`src/hw/rtl/button_action_pulse_sequencer_top_assert.svh`:
```
// Assertion macros for the key action pulse sequencer.
`ifndef BUTTON_ACTION_PULSE_SEQUENCER_TOP_ASSERT_SVH
`define BUTTON_ACTION_PULSE_SEQUENCER_TOP_ASSERT_SVH

`ifndef SYNTH

// Clocked check that is switched off while reset is held.
`define BAPSEQ_ASSERT(label, clk, rst_n, prop) \
    label: assert property (@(posedge clk) disable iff (!(rst_n)) (prop)) \
        else $error("bapseq assertion failed");

// Clocked check of a condition that must never be true outside reset.
`define BAPSEQ_ASSERT_NEVER(label, clk, rst_n, cond) \
    `BAPSEQ_ASSERT(label, clk, rst_n, !(cond))

`else

`define BAPSEQ_ASSERT(label, clk, rst_n, prop)
`define BAPSEQ_ASSERT_NEVER(label, clk, rst_n, cond)

`endif

`endif

```
`src/hw/rtl/bapseq_pkg.sv`:
```
// Shared types, codes and reset values of the key action pulse sequencer.
`default_nettype none

package bapseq_pkg;

    localparam int unsigned TIME_W   = 32;
    localparam int unsigned DELAY_W  = 16;
    localparam int unsigned CMD_W    = 2;
    localparam int unsigned ACT_W    = 3;
    localparam int unsigned COUNT_W  = 8;
    localparam int unsigned SEL_W    = 2;
    localparam int unsigned CFG_IDX_W = 2;

    typedef logic [TIME_W-1:0]  t_time;
    typedef logic [DELAY_W-1:0] t_delay;
    typedef logic [CMD_W-1:0]   t_cmd;
    typedef logic [ACT_W-1:0]   t_act;
    typedef logic [COUNT_W-1:0] t_count;
    typedef logic [SEL_W-1:0]   t_sel;
    typedef logic [CFG_IDX_W-1:0] t_cfg_idx;

    // Commands.
    localparam t_cmd CMD_TICK = 2'd0;
    localparam t_cmd CMD_ADD  = 2'd1;
    localparam t_cmd CMD_STOP = 2'd2;

    // Actions.
    localparam t_act ACT_IDLE    = 3'd0;
    localparam t_act ACT_PLAY    = 3'd1;
    localparam t_act ACT_NEXT    = 3'd2;
    localparam t_act ACT_PREV    = 3'd3;
    localparam t_act ACT_PWR_ON  = 3'd4;
    localparam t_act ACT_PWR_OFF = 3'd5;

    // Key line selects.
    localparam t_sel SEL_PLAY = 2'd0;
    localparam t_sel SEL_NEXT = 2'd1;
    localparam t_sel SEL_PREV = 2'd2;

    // Configuration register indexes.
    localparam t_cfg_idx CFG_IMMEDIATE_DUE = 2'd0;
    localparam t_cfg_idx CFG_MUTE_DELAY    = 2'd1;
    localparam t_cfg_idx CFG_REPEAT_GAP    = 2'd2;
    localparam t_cfg_idx CFG_PULSE_LENGTH  = 2'd3;

    // Configuration reset values.
    localparam t_time  RST_IMMEDIATE_DUE = 32'd0;
    localparam t_delay RST_MUTE_DELAY    = 16'd1000;
    localparam t_delay RST_REPEAT_GAP    = 16'd300;
    localparam t_delay RST_PULSE_LENGTH  = 16'd100;

    localparam t_count COUNT_MAX = '1;

endpackage

`default_nettype wire

```
`src/hw/rtl/button_action_pulse_sequencer_top.sv`:
```
// Top level of the key action pulse sequencer: input stage, step logic and result register.
//
//   channel   direction  handshake                     payload
//   input     in         i_in_valid / o_in_stall       i_command, i_action
//   result    out        o_out_valid / i_out_stall     o_play_line, o_next_line, o_prev_line,
//                                                      o_power_line, o_waiting_action,
//                                                      o_waiting_count, o_pulse_dropped
//   config    in         i_cfg_we                      i_cfg_index, i_cfg_data
//
// Every item yields exactly one result item. An accepted item is held in the input
// register; the step logic, a few 32-bit adds and compares, then loads the result register
// from it, one item per cycle while the result side does not stall.
// Reset is synchronous and active low; it clears the state and loads the register defaults.
// A stall on the result side holds the result register; the input register then keeps its
// item and raises o_in_stall, so nothing is lost while the result side waits.
`default_nettype none

`include "button_action_pulse_sequencer_top_assert.svh"

module button_action_pulse_sequencer_top (
    input  wire logic                        i_clk,
    input  wire logic                        i_rst_n,

    input  wire logic                        i_in_valid,
    output logic                             o_in_stall,
    input  wire logic [bapseq_pkg::CMD_W-1:0]  i_command,
    input  wire logic [bapseq_pkg::ACT_W-1:0]  i_action,

    output logic                             o_out_valid,
    input  wire logic                        i_out_stall,
    output logic                             o_play_line,
    output logic                             o_next_line,
    output logic                             o_prev_line,
    output logic                             o_power_line,
    output logic [bapseq_pkg::ACT_W-1:0]     o_waiting_action,
    output logic [bapseq_pkg::COUNT_W-1:0]   o_waiting_count,
    output logic                             o_pulse_dropped,

    input  wire logic                        i_cfg_we,
    input  wire logic [bapseq_pkg::CFG_IDX_W-1:0] i_cfg_index,
    input  wire logic [bapseq_pkg::TIME_W-1:0]    i_cfg_data
);

    // Configuration registers.
    bapseq_pkg::t_time  r_immediate_due;
    bapseq_pkg::t_delay r_mute_delay;
    bapseq_pkg::t_delay r_repeat_gap;
    bapseq_pkg::t_delay r_pulse_length;

    // Input stage.
    logic               r_in_valid;
    bapseq_pkg::t_cmd   r_in_cmd;
    bapseq_pkg::t_act   r_in_act;

    // Sequencer state. A pulse end time of zero means that no pulse is active.
    bapseq_pkg::t_time  r_now,       n_now;
    bapseq_pkg::t_act   r_held_action, n_held_action;
    bapseq_pkg::t_count r_held_count,  n_held_count;
    bapseq_pkg::t_time  r_due,       n_due;
    bapseq_pkg::t_time  r_pulse_end, n_pulse_end;
    bapseq_pkg::t_sel   r_pulse_sel, n_pulse_sel;
    logic               r_power,     n_power;
    logic               n_dropped;

    // Result register.
    logic               r_out_valid;

    // Step helpers.
    bapseq_pkg::t_time  now_inc;
    bapseq_pkg::t_time  start_end;
    bapseq_pkg::t_count count_after_fire;
    logic               out_free;
    logic               step_en;
    logic               pulse_on;

    // The result register can load when it is empty or its item leaves in this cycle.
    assign out_free   = !r_out_valid || !i_out_stall;
    assign step_en    = r_in_valid && out_free;
    assign o_in_stall = r_in_valid && !out_free;

    // The clock advances before anything else in a tick.
    assign now_inc = r_now + bapseq_pkg::TIME_W'(1);

    // A pulse whose end would wrap to zero is held at one so it still reads as active.
    always_comb begin
        start_end = now_inc + {{(bapseq_pkg::TIME_W - bapseq_pkg::DELAY_W){1'b0}}, r_pulse_length};
        if (start_end == '0) begin
            start_end = bapseq_pkg::TIME_W'(1);
        end
    end

    assign count_after_fire = (r_held_count != '0) ? r_held_count - bapseq_pkg::COUNT_W'(1)
                                                   : r_held_count;

    // One step of the sequencer for the item in the input register.
    always_comb begin
        n_now         = r_now;
        n_held_action = r_held_action;
        n_held_count  = r_held_count;
        n_due         = r_due;
        n_pulse_end   = r_pulse_end;
        n_pulse_sel   = r_pulse_sel;
        n_power       = r_power;
        n_dropped     = 1'b0;

        case (r_in_cmd)
            bapseq_pkg::CMD_TICK: begin
                n_now = now_inc;
                // Fire the pending action when its due time is reached.
                if (r_held_action != bapseq_pkg::ACT_IDLE && now_inc >= r_due) begin
                    case (r_held_action) inside
                        bapseq_pkg::ACT_PLAY, bapseq_pkg::ACT_NEXT, bapseq_pkg::ACT_PREV: begin
                            if (r_pulse_end == '0) begin
                                n_pulse_end = start_end;
                                // Play, next and previous map onto selects zero to two.
                                n_pulse_sel = r_held_action[bapseq_pkg::SEL_W-1:0]
                                              - bapseq_pkg::SEL_W'(1);
                            end else begin
                                n_dropped = 1'b1;
                            end
                        end
                        bapseq_pkg::ACT_PWR_ON: begin
                            n_power = 1'b1;
                        end
                        bapseq_pkg::ACT_PWR_OFF: begin
                            n_power = 1'b0;
                        end
                        default: begin
                        end
                    endcase
                    n_held_count = count_after_fire;
                    if (count_after_fire == '0) begin
                        n_held_action = bapseq_pkg::ACT_IDLE;
                    end else begin
                        n_due = now_inc + {{(bapseq_pkg::TIME_W - bapseq_pkg::DELAY_W){1'b0}},
                                           r_repeat_gap};
                    end
                end
                // The end check sees a pulse that was started in this same tick.
                if (n_pulse_end != '0 && now_inc >= n_pulse_end) begin
                    n_pulse_end = '0;
                end
            end
            bapseq_pkg::CMD_ADD: begin
                if (r_in_act == bapseq_pkg::ACT_IDLE) begin
                    n_held_action = bapseq_pkg::ACT_IDLE;
                    n_held_count  = '0;
                end else if (r_in_act <= bapseq_pkg::ACT_PWR_OFF) begin
                    if (r_in_act == r_held_action) begin
                        if (r_held_count != bapseq_pkg::COUNT_MAX) begin
                            n_held_count = r_held_count + bapseq_pkg::COUNT_W'(1);
                        end
                    end else begin
                        n_held_action = r_in_act;
                        n_held_count  = bapseq_pkg::COUNT_W'(1);
                        if (r_in_act == bapseq_pkg::ACT_NEXT ||
                            r_in_act == bapseq_pkg::ACT_PREV) begin
                            n_due = r_now + {{(bapseq_pkg::TIME_W - bapseq_pkg::DELAY_W){1'b0}},
                                             r_mute_delay};
                        end else begin
                            n_due = r_immediate_due;
                        end
                    end
                end
            end
            bapseq_pkg::CMD_STOP: begin
                // A stop makes the active pulse end at the next tick.
                if (r_pulse_end != '0) begin
                    n_pulse_end = bapseq_pkg::TIME_W'(1);
                end
            end
            default: begin
            end
        endcase
    end

    assign pulse_on = (n_pulse_end != '0);

    // Configuration writes.
    always_ff @(posedge i_clk) begin
        if (!i_rst_n) begin
            r_immediate_due <= bapseq_pkg::RST_IMMEDIATE_DUE;
            r_mute_delay    <= bapseq_pkg::RST_MUTE_DELAY;
            r_repeat_gap    <= bapseq_pkg::RST_REPEAT_GAP;
            r_pulse_length  <= bapseq_pkg::RST_PULSE_LENGTH;
        end else if (i_cfg_we) begin
            unique case (i_cfg_index)
                bapseq_pkg::CFG_IMMEDIATE_DUE: r_immediate_due <= i_cfg_data;
                bapseq_pkg::CFG_MUTE_DELAY:    r_mute_delay   <= i_cfg_data[bapseq_pkg::DELAY_W-1:0];
                bapseq_pkg::CFG_REPEAT_GAP:    r_repeat_gap   <= i_cfg_data[bapseq_pkg::DELAY_W-1:0];
                bapseq_pkg::CFG_PULSE_LENGTH:  r_pulse_length <= i_cfg_data[bapseq_pkg::DELAY_W-1:0];
                default: begin
                end
            endcase
        end
    end

    // Input stage control.
    always_ff @(posedge i_clk) begin
        if (!i_rst_n) begin
            r_in_valid <= 1'b0;
        end else if (!o_in_stall) begin
            r_in_valid <= i_in_valid;
        end
    end

    // Input stage payload.
    always_ff @(posedge i_clk) begin
        if (!o_in_stall && i_in_valid) begin
            r_in_cmd <= i_command;
            r_in_act <= i_action;
        end
    end

    // Sequencer state.
    always_ff @(posedge i_clk) begin
        if (!i_rst_n) begin
            r_now         <= '0;
            r_held_action <= bapseq_pkg::ACT_IDLE;
            r_held_count  <= '0;
            r_due         <= '0;
            r_pulse_end   <= '0;
            r_pulse_sel   <= bapseq_pkg::SEL_PLAY;
            r_power       <= 1'b0;
        end else if (step_en) begin
            r_now         <= n_now;
            r_held_action <= n_held_action;
            r_held_count  <= n_held_count;
            r_due         <= n_due;
            r_pulse_end   <= n_pulse_end;
            r_pulse_sel   <= n_pulse_sel;
            r_power       <= n_power;
        end
    end

    // Result register control.
    always_ff @(posedge i_clk) begin
        if (!i_rst_n) begin
            r_out_valid <= 1'b0;
        end else if (out_free) begin
            r_out_valid <= r_in_valid;
        end
    end

    // Result register payload: the state as it stands after the step.
    always_ff @(posedge i_clk) begin
        if (step_en) begin
            o_play_line      <= pulse_on && (n_pulse_sel == bapseq_pkg::SEL_PLAY);
            o_next_line      <= pulse_on && (n_pulse_sel == bapseq_pkg::SEL_NEXT);
            o_prev_line      <= pulse_on && (n_pulse_sel == bapseq_pkg::SEL_PREV);
            o_power_line     <= n_power;
            o_waiting_action <= n_held_action;
            o_waiting_count  <= n_held_count;
            o_pulse_dropped  <= n_dropped;
        end
    end

    assign o_out_valid = r_out_valid;

    // A pending action always has repeats left, and an idle one has none.
    `BAPSEQ_ASSERT(a_held_count_matches, i_clk, i_rst_n, (r_held_action == bapseq_pkg::ACT_IDLE) == (r_held_count == '0))
    // At most one key line is high in any result.
    `BAPSEQ_ASSERT(a_one_key_line, i_clk, i_rst_n, !o_out_valid || $onehot0({o_play_line, o_next_line, o_prev_line}))
    // A stalled item in the input stage stays there unchanged.
    `BAPSEQ_ASSERT(a_in_stage_holds, i_clk, i_rst_n, o_in_stall |=> r_in_valid && $stable(r_in_cmd) && $stable(r_in_act))
    // The clock only moves on a tick.
    `BAPSEQ_ASSERT_NEVER(a_clock_moves_on_tick, i_clk, i_rst_n, step_en && r_in_cmd != bapseq_pkg::CMD_TICK && n_now != r_now)

endmodule

`default_nettype wire
```
`config.mk`:
```
export PLATFORM = sky130hd
export DESIGN_NAME = button_action_pulse_sequencer_top
export DESIGN_NICKNAME = d
export VERILOG_FILES = /design/src/hw/rtl/bapseq_pkg.sv /design/src/hw/rtl/button_action_pulse_sequencer_top.sv
export VERILOG_INCLUDE_DIRS = /design/src /design/src/hw/rtl
export SDC_FILE = /design/constraint.sdc
export NUM_CORES = 1
export LEC_CHECK = 0
export BUFFER_PORTS_ARGS = -buffer_cell sky130_fd_sc_hd__buf_2
export CORE_ASPECT_RATIO = 0.7
export CORE_MARGIN = 3
export CORE_UTILIZATION = 33
export CTS_CLUSTER_DIAMETER = 50
export DETAILED_ROUTE_END_ITERATION = 8
export SETUP_SLACK_MARGIN = 0.4
export SLEW_MARGIN = 20
export SYNTH_ARGS = -nofsm -noshare
export SYNTH_HDL_FRONTEND = slang
export SYNTH_SLANG_ARGS = --single-unit
```
`constraint.sdc`:
```
create_clock -name i_clk -period 15.05 [get_ports i_clk]
set_input_delay 3.01 -clock i_clk [delete_from_list [all_inputs] [get_ports i_clk]]
set_output_delay 3.01 -clock i_clk [all_outputs]
set_load 0.1 [all_outputs]
```
==> results <==
- In this run the cell area of the synthesized design comes to between 0.015 and 0.02 mm2.
- The H-tree depth reported by CTS is 1.
- Entering global routing, the biggest net connects 66 pins.
- The startpoint identified for the worst register-to-register timing path is r_now[0]$_SDFFE_PN0P_.
- The minimum clock period is approximately 8.7 ns.
- The initial standard-cell utilization of the core is between 30% and 40%.
- The total of hold buffers inserted after clock tree synthesis is 0.
- The flow ran to the end, and the final reports show no timing, DRC or antenna violations.
- The number of synthesized flops with an enable pin is 21.
- The library cell used as clock root buffer is clkbuf_16.
- The commonest register cell after synthesis is dfxtp_1.
- Dividing the detail-routed via count by the number of cells gives approximately 5.7.
- The ratio of total power to cell area is 88.7 mW/mm2.
- The synthesized netlist net count is 2155.
- The per-cell routed wire length is 19.6 um.
- From bottom edge to top edge, the die measures ~190 um.
- The top cell types in the final layout, fill and taps aside, are 318 x nand2_1, 192 x dfxtp_1, 135 x a21oi_1.
- The via count is about 15000.
- The worst setup path is captured at a register.
- The region available for standard cell placement spans between 0.04 and 0.05 mm2.
- The count of max-cap constraint violations is 0.
- Leaving out fill and tap cells, the most frequent cell in the layout is nand2_1.
- The remaining global-route overflow is 0.
- The register-to-register setup slack is around 6.3 ns.
- The post-route netlist has around a tenth of its cells at a drive strength greater than 1.
- The analysis attributes to cell leakage a power of 0.00684 uW.
- The worst pin sits at a relative slew slack of around 28%.
- The Yosys step of the flow raised 0 warnings.
- Setup repair after global routing left no endpoint under its margin.
- The initial DRC count is 1516.
- The number of antenna violations at the first check in global routing is 1.
- The number of distinct library cells after synthesis is just under 90.
- Clock tree synthesis found a total of 213 sinks.
- The top fanout value on the critical path is 19.
- The slowest library cell on the worst path is dfxtp_1.
- The full die area is between 0.04 and 0.05 mm2.
- In this run the deepest clock path goes through 3 buffers.
- After detailed routing, the total wire length is around 51000 um.
- In this run the most critical hold path is launched from r_due[11]$_SDFFE_PN0P_.
- The total clock buffers created by CTS is 30.
- At the pin with the least slew margin, the transition time is 1.07 ns.
- The final weighted congestion in routability-driven placement is between 0.9 and 1.
- The worst clock skew is 0.0140 ns.
- The critical path in this run is classified as reg -> reg.
- The number of hold violations in the final report is 0.
- In the final timing run, aggregate negative setup slack is 0 ns.
- The final max-slew violation count is 0.
- The pre-antenna-repair detailed-routing pass consisted of 6 iterations.
- The detail route stage leaves a number of antenna-violating nets equal to 0.
- The number of global-route vias before repair came to about 14000.
- For the worst setup path, the data required time is around 16 ns.
- The diode insertion count for antenna repair is 0.
- The clock latency on the worst-skew pair is roughly 0.59 ns.
- In the final layout, the multi-input gates occupy 0.0103 mm2.
- The sequential cell area fraction in the yosys report is roughly 29%.
- The achievable clock frequency is ~110 MHz.
- In the routed design, unresolved DRC markers number 0.
- Fill cells in the final layout number 4682.
- TritonCTS built the clock tree.
- The share of flip-flops with an asynchronous set or reset is 0%.
- The timing startpoint of the critical path is r_now[0]$_SDFFE_PN0P_.
- Pin placement for this block handled 62 I/O pins.
- Data arrives at the worst endpoint at about 9.2 ns.
- The number of cell rows is 65.
- The average instance area after synthesis is roughly 7.8 um2.
- Power comes to about 1500 uW.
- The delay contributed by the slowest stage of the critical path is between 0.6 and 0.7 ns.
- Across the whole layout, storage elements account for between 0.004 and 0.005 mm2.
- The startpoint type of the worst setup path is a register.
- The first global-routing pass estimated 81000 um of wire.
- The net count of the finished layout is approximately 2200.
- The count of buffers inserted at the top-level ports is 61.
- The tightest min-delay check is of the reg -> reg type.
- Synthesis inferred roughly 210 register bits.
- The clock slew seen by the registers of the worst setup and hold paths is ~0.060 ns.
- Compared with the post-synthesis result, the final layout area differs by 12.7%.
- The die extent in x is 264 um.
- The most common cell type on the critical path is a21o_1.
- Setup violations remaining at the end of the flow were counted as 0.
- The number of standard cells after synthesis is 1985.
- The count of buffers added by post-CTS timing repair for setup is 0.
- Detailed placement ended at an HPWL of 38800 um.
- The global router's overall resource usage is 20.3%.
- The final clock period utilization by the worst path is roughly 58%.
- The worst ir drop on vdd is about 81 uV.
- After clock tree synthesis, the repair step resized 0 gates.
[worst paths after layout]
| check | cells after the start | endpoint |
|---|---|---|
| min reg2reg | 2 | r_due[11]$_SDFFE_PN0P_ |
| min | 2 | r_due[11]$_SDFFE_PN0P_ |
| max reg2reg | 28 | r_pulse_end[13]$_SDFFE_PN0P_ |
| max | 28 | r_pulse_end[13]$_SDFFE_PN0P_ |
[critical path, delay by kind of cell, from the launching register on]
family	cells	cell delay, ns
AOI/OAI and AO/OA	16	4.05
xor gates and xnor gates	1	0.56
adders and majority gates	2	0.65
DFF	1	0.68
and+or+nand+nor	9	2.69
[cell type report]
cell class              count  area share, %
flip-flops and latches    213           25.8
clock inverters            16           1.45
clock buffers              40           4.83
repair buffers             89           2.98
inverters                  74           1.60
multi-input cells        1588           59.0
well taps                 603           4.34
[power by group]
part	internal, uW	switching [uW]
Clock	480	288
Combinational	52.9	118
Sequential	590	12.5
Total	1120	419
[per-layer routing]
metal | vias up | GRT usage (%) | routed length (um)
li1 | 7155 | - | -
met1 | 7017 | 32.0 | 25800
met2 | 588 | 28.5 | 20200
met3 | 71 | 3.62 | 4490
met4 | 4 | 4.03 | 989
met5 | - | 0 | 26
[cells in the mapped netlist, types with 15 or more instances]
| master | instances | area share, % |
|---|---|---|
| nor4_1 | 18 | 0.73 |
| a21boi_0 | 99 | 4.8 |
| and2_1 | 38 | 1.5 |
| or3_1 | 31 | 1.3 |
| o31ai_1 | 18 | 0.88 |
| nand4_1 | 30 | 1.2 |
| o21ai_0 | 106 | 3.4 |
| dfxtp_1 | 192 | 25 |
| edfxtp_1 | 21 | 4.1 |
| inv_1 | 73 | 1.8 |
| a211oi_1 | 15 | 0.73 |
| o21a_1 | 16 | 0.78 |
| nand3_1 | 64 | 2.1 |
| xor2_1 | 43 | 2.4 |
| clkbuf_1 | 101 | 2.5 |
| ha_1 | 123 | 10 |
| nand2_1 | 318 | 7.7 |
| o211ai_1 | 23 | 1.1 |
| nor2_1 | 110 | 2.7 |
| nor3_1 | 55 | 1.8 |
| xnor2_1 | 78 | 4.4 |
| and3_1 | 20 | 0.81 |
| a21oi_1 | 135 | 4.4 |
| a21o_1 | 31 | 1.5 |
| nor2b_1 | 19 | 0.77 |
[flip-flops by register name, indices dropped and copies added (netlist names), 2 cells and up]
name,flops
r_due,32
o_waiting_action,3
r_now,32
o_waiting_count,8
r_immediate_due,32
r_repeat_gap,16
r_in_cmd,2
r_held_action,3
r_pulse_end,32
r_in_act,3
r_pulse_sel,2
r_mute_delay,16
r_held_count,8
r_pulse_length,16
[through the flow]
stage	setup slack, ns	hold WS, ns	instances	instance area, um2	util [%]
floorplan	8.22	0.434	1985	15400	-
detailed placement	6.57	0.450	2567	16300	35.7
global route	5.84	0.482	2623	17400	38.1
global placement	6.80	0.447	2567	16300	35.7
finish	6.32	0.462	2623	17400	38.1
CTS	6.48	0.460	2623	17400	38.1
[logic make-up after synthesis]
| group | share of synthesized area (%) |
|---|---|
| AO/OA/AOI/OAI | 23.9 |
| XOR/XNOR | 6.87 |
| adder cells (fa/ha/maj) | 10.4 |
| buffers and inverters | 4.66 |
| flip-flops | 29.0 |
| multiplexers | 0.414 |
| AND/OR/NAND/NOR | 24.8 |
Power figures use the tool's default switching activity.
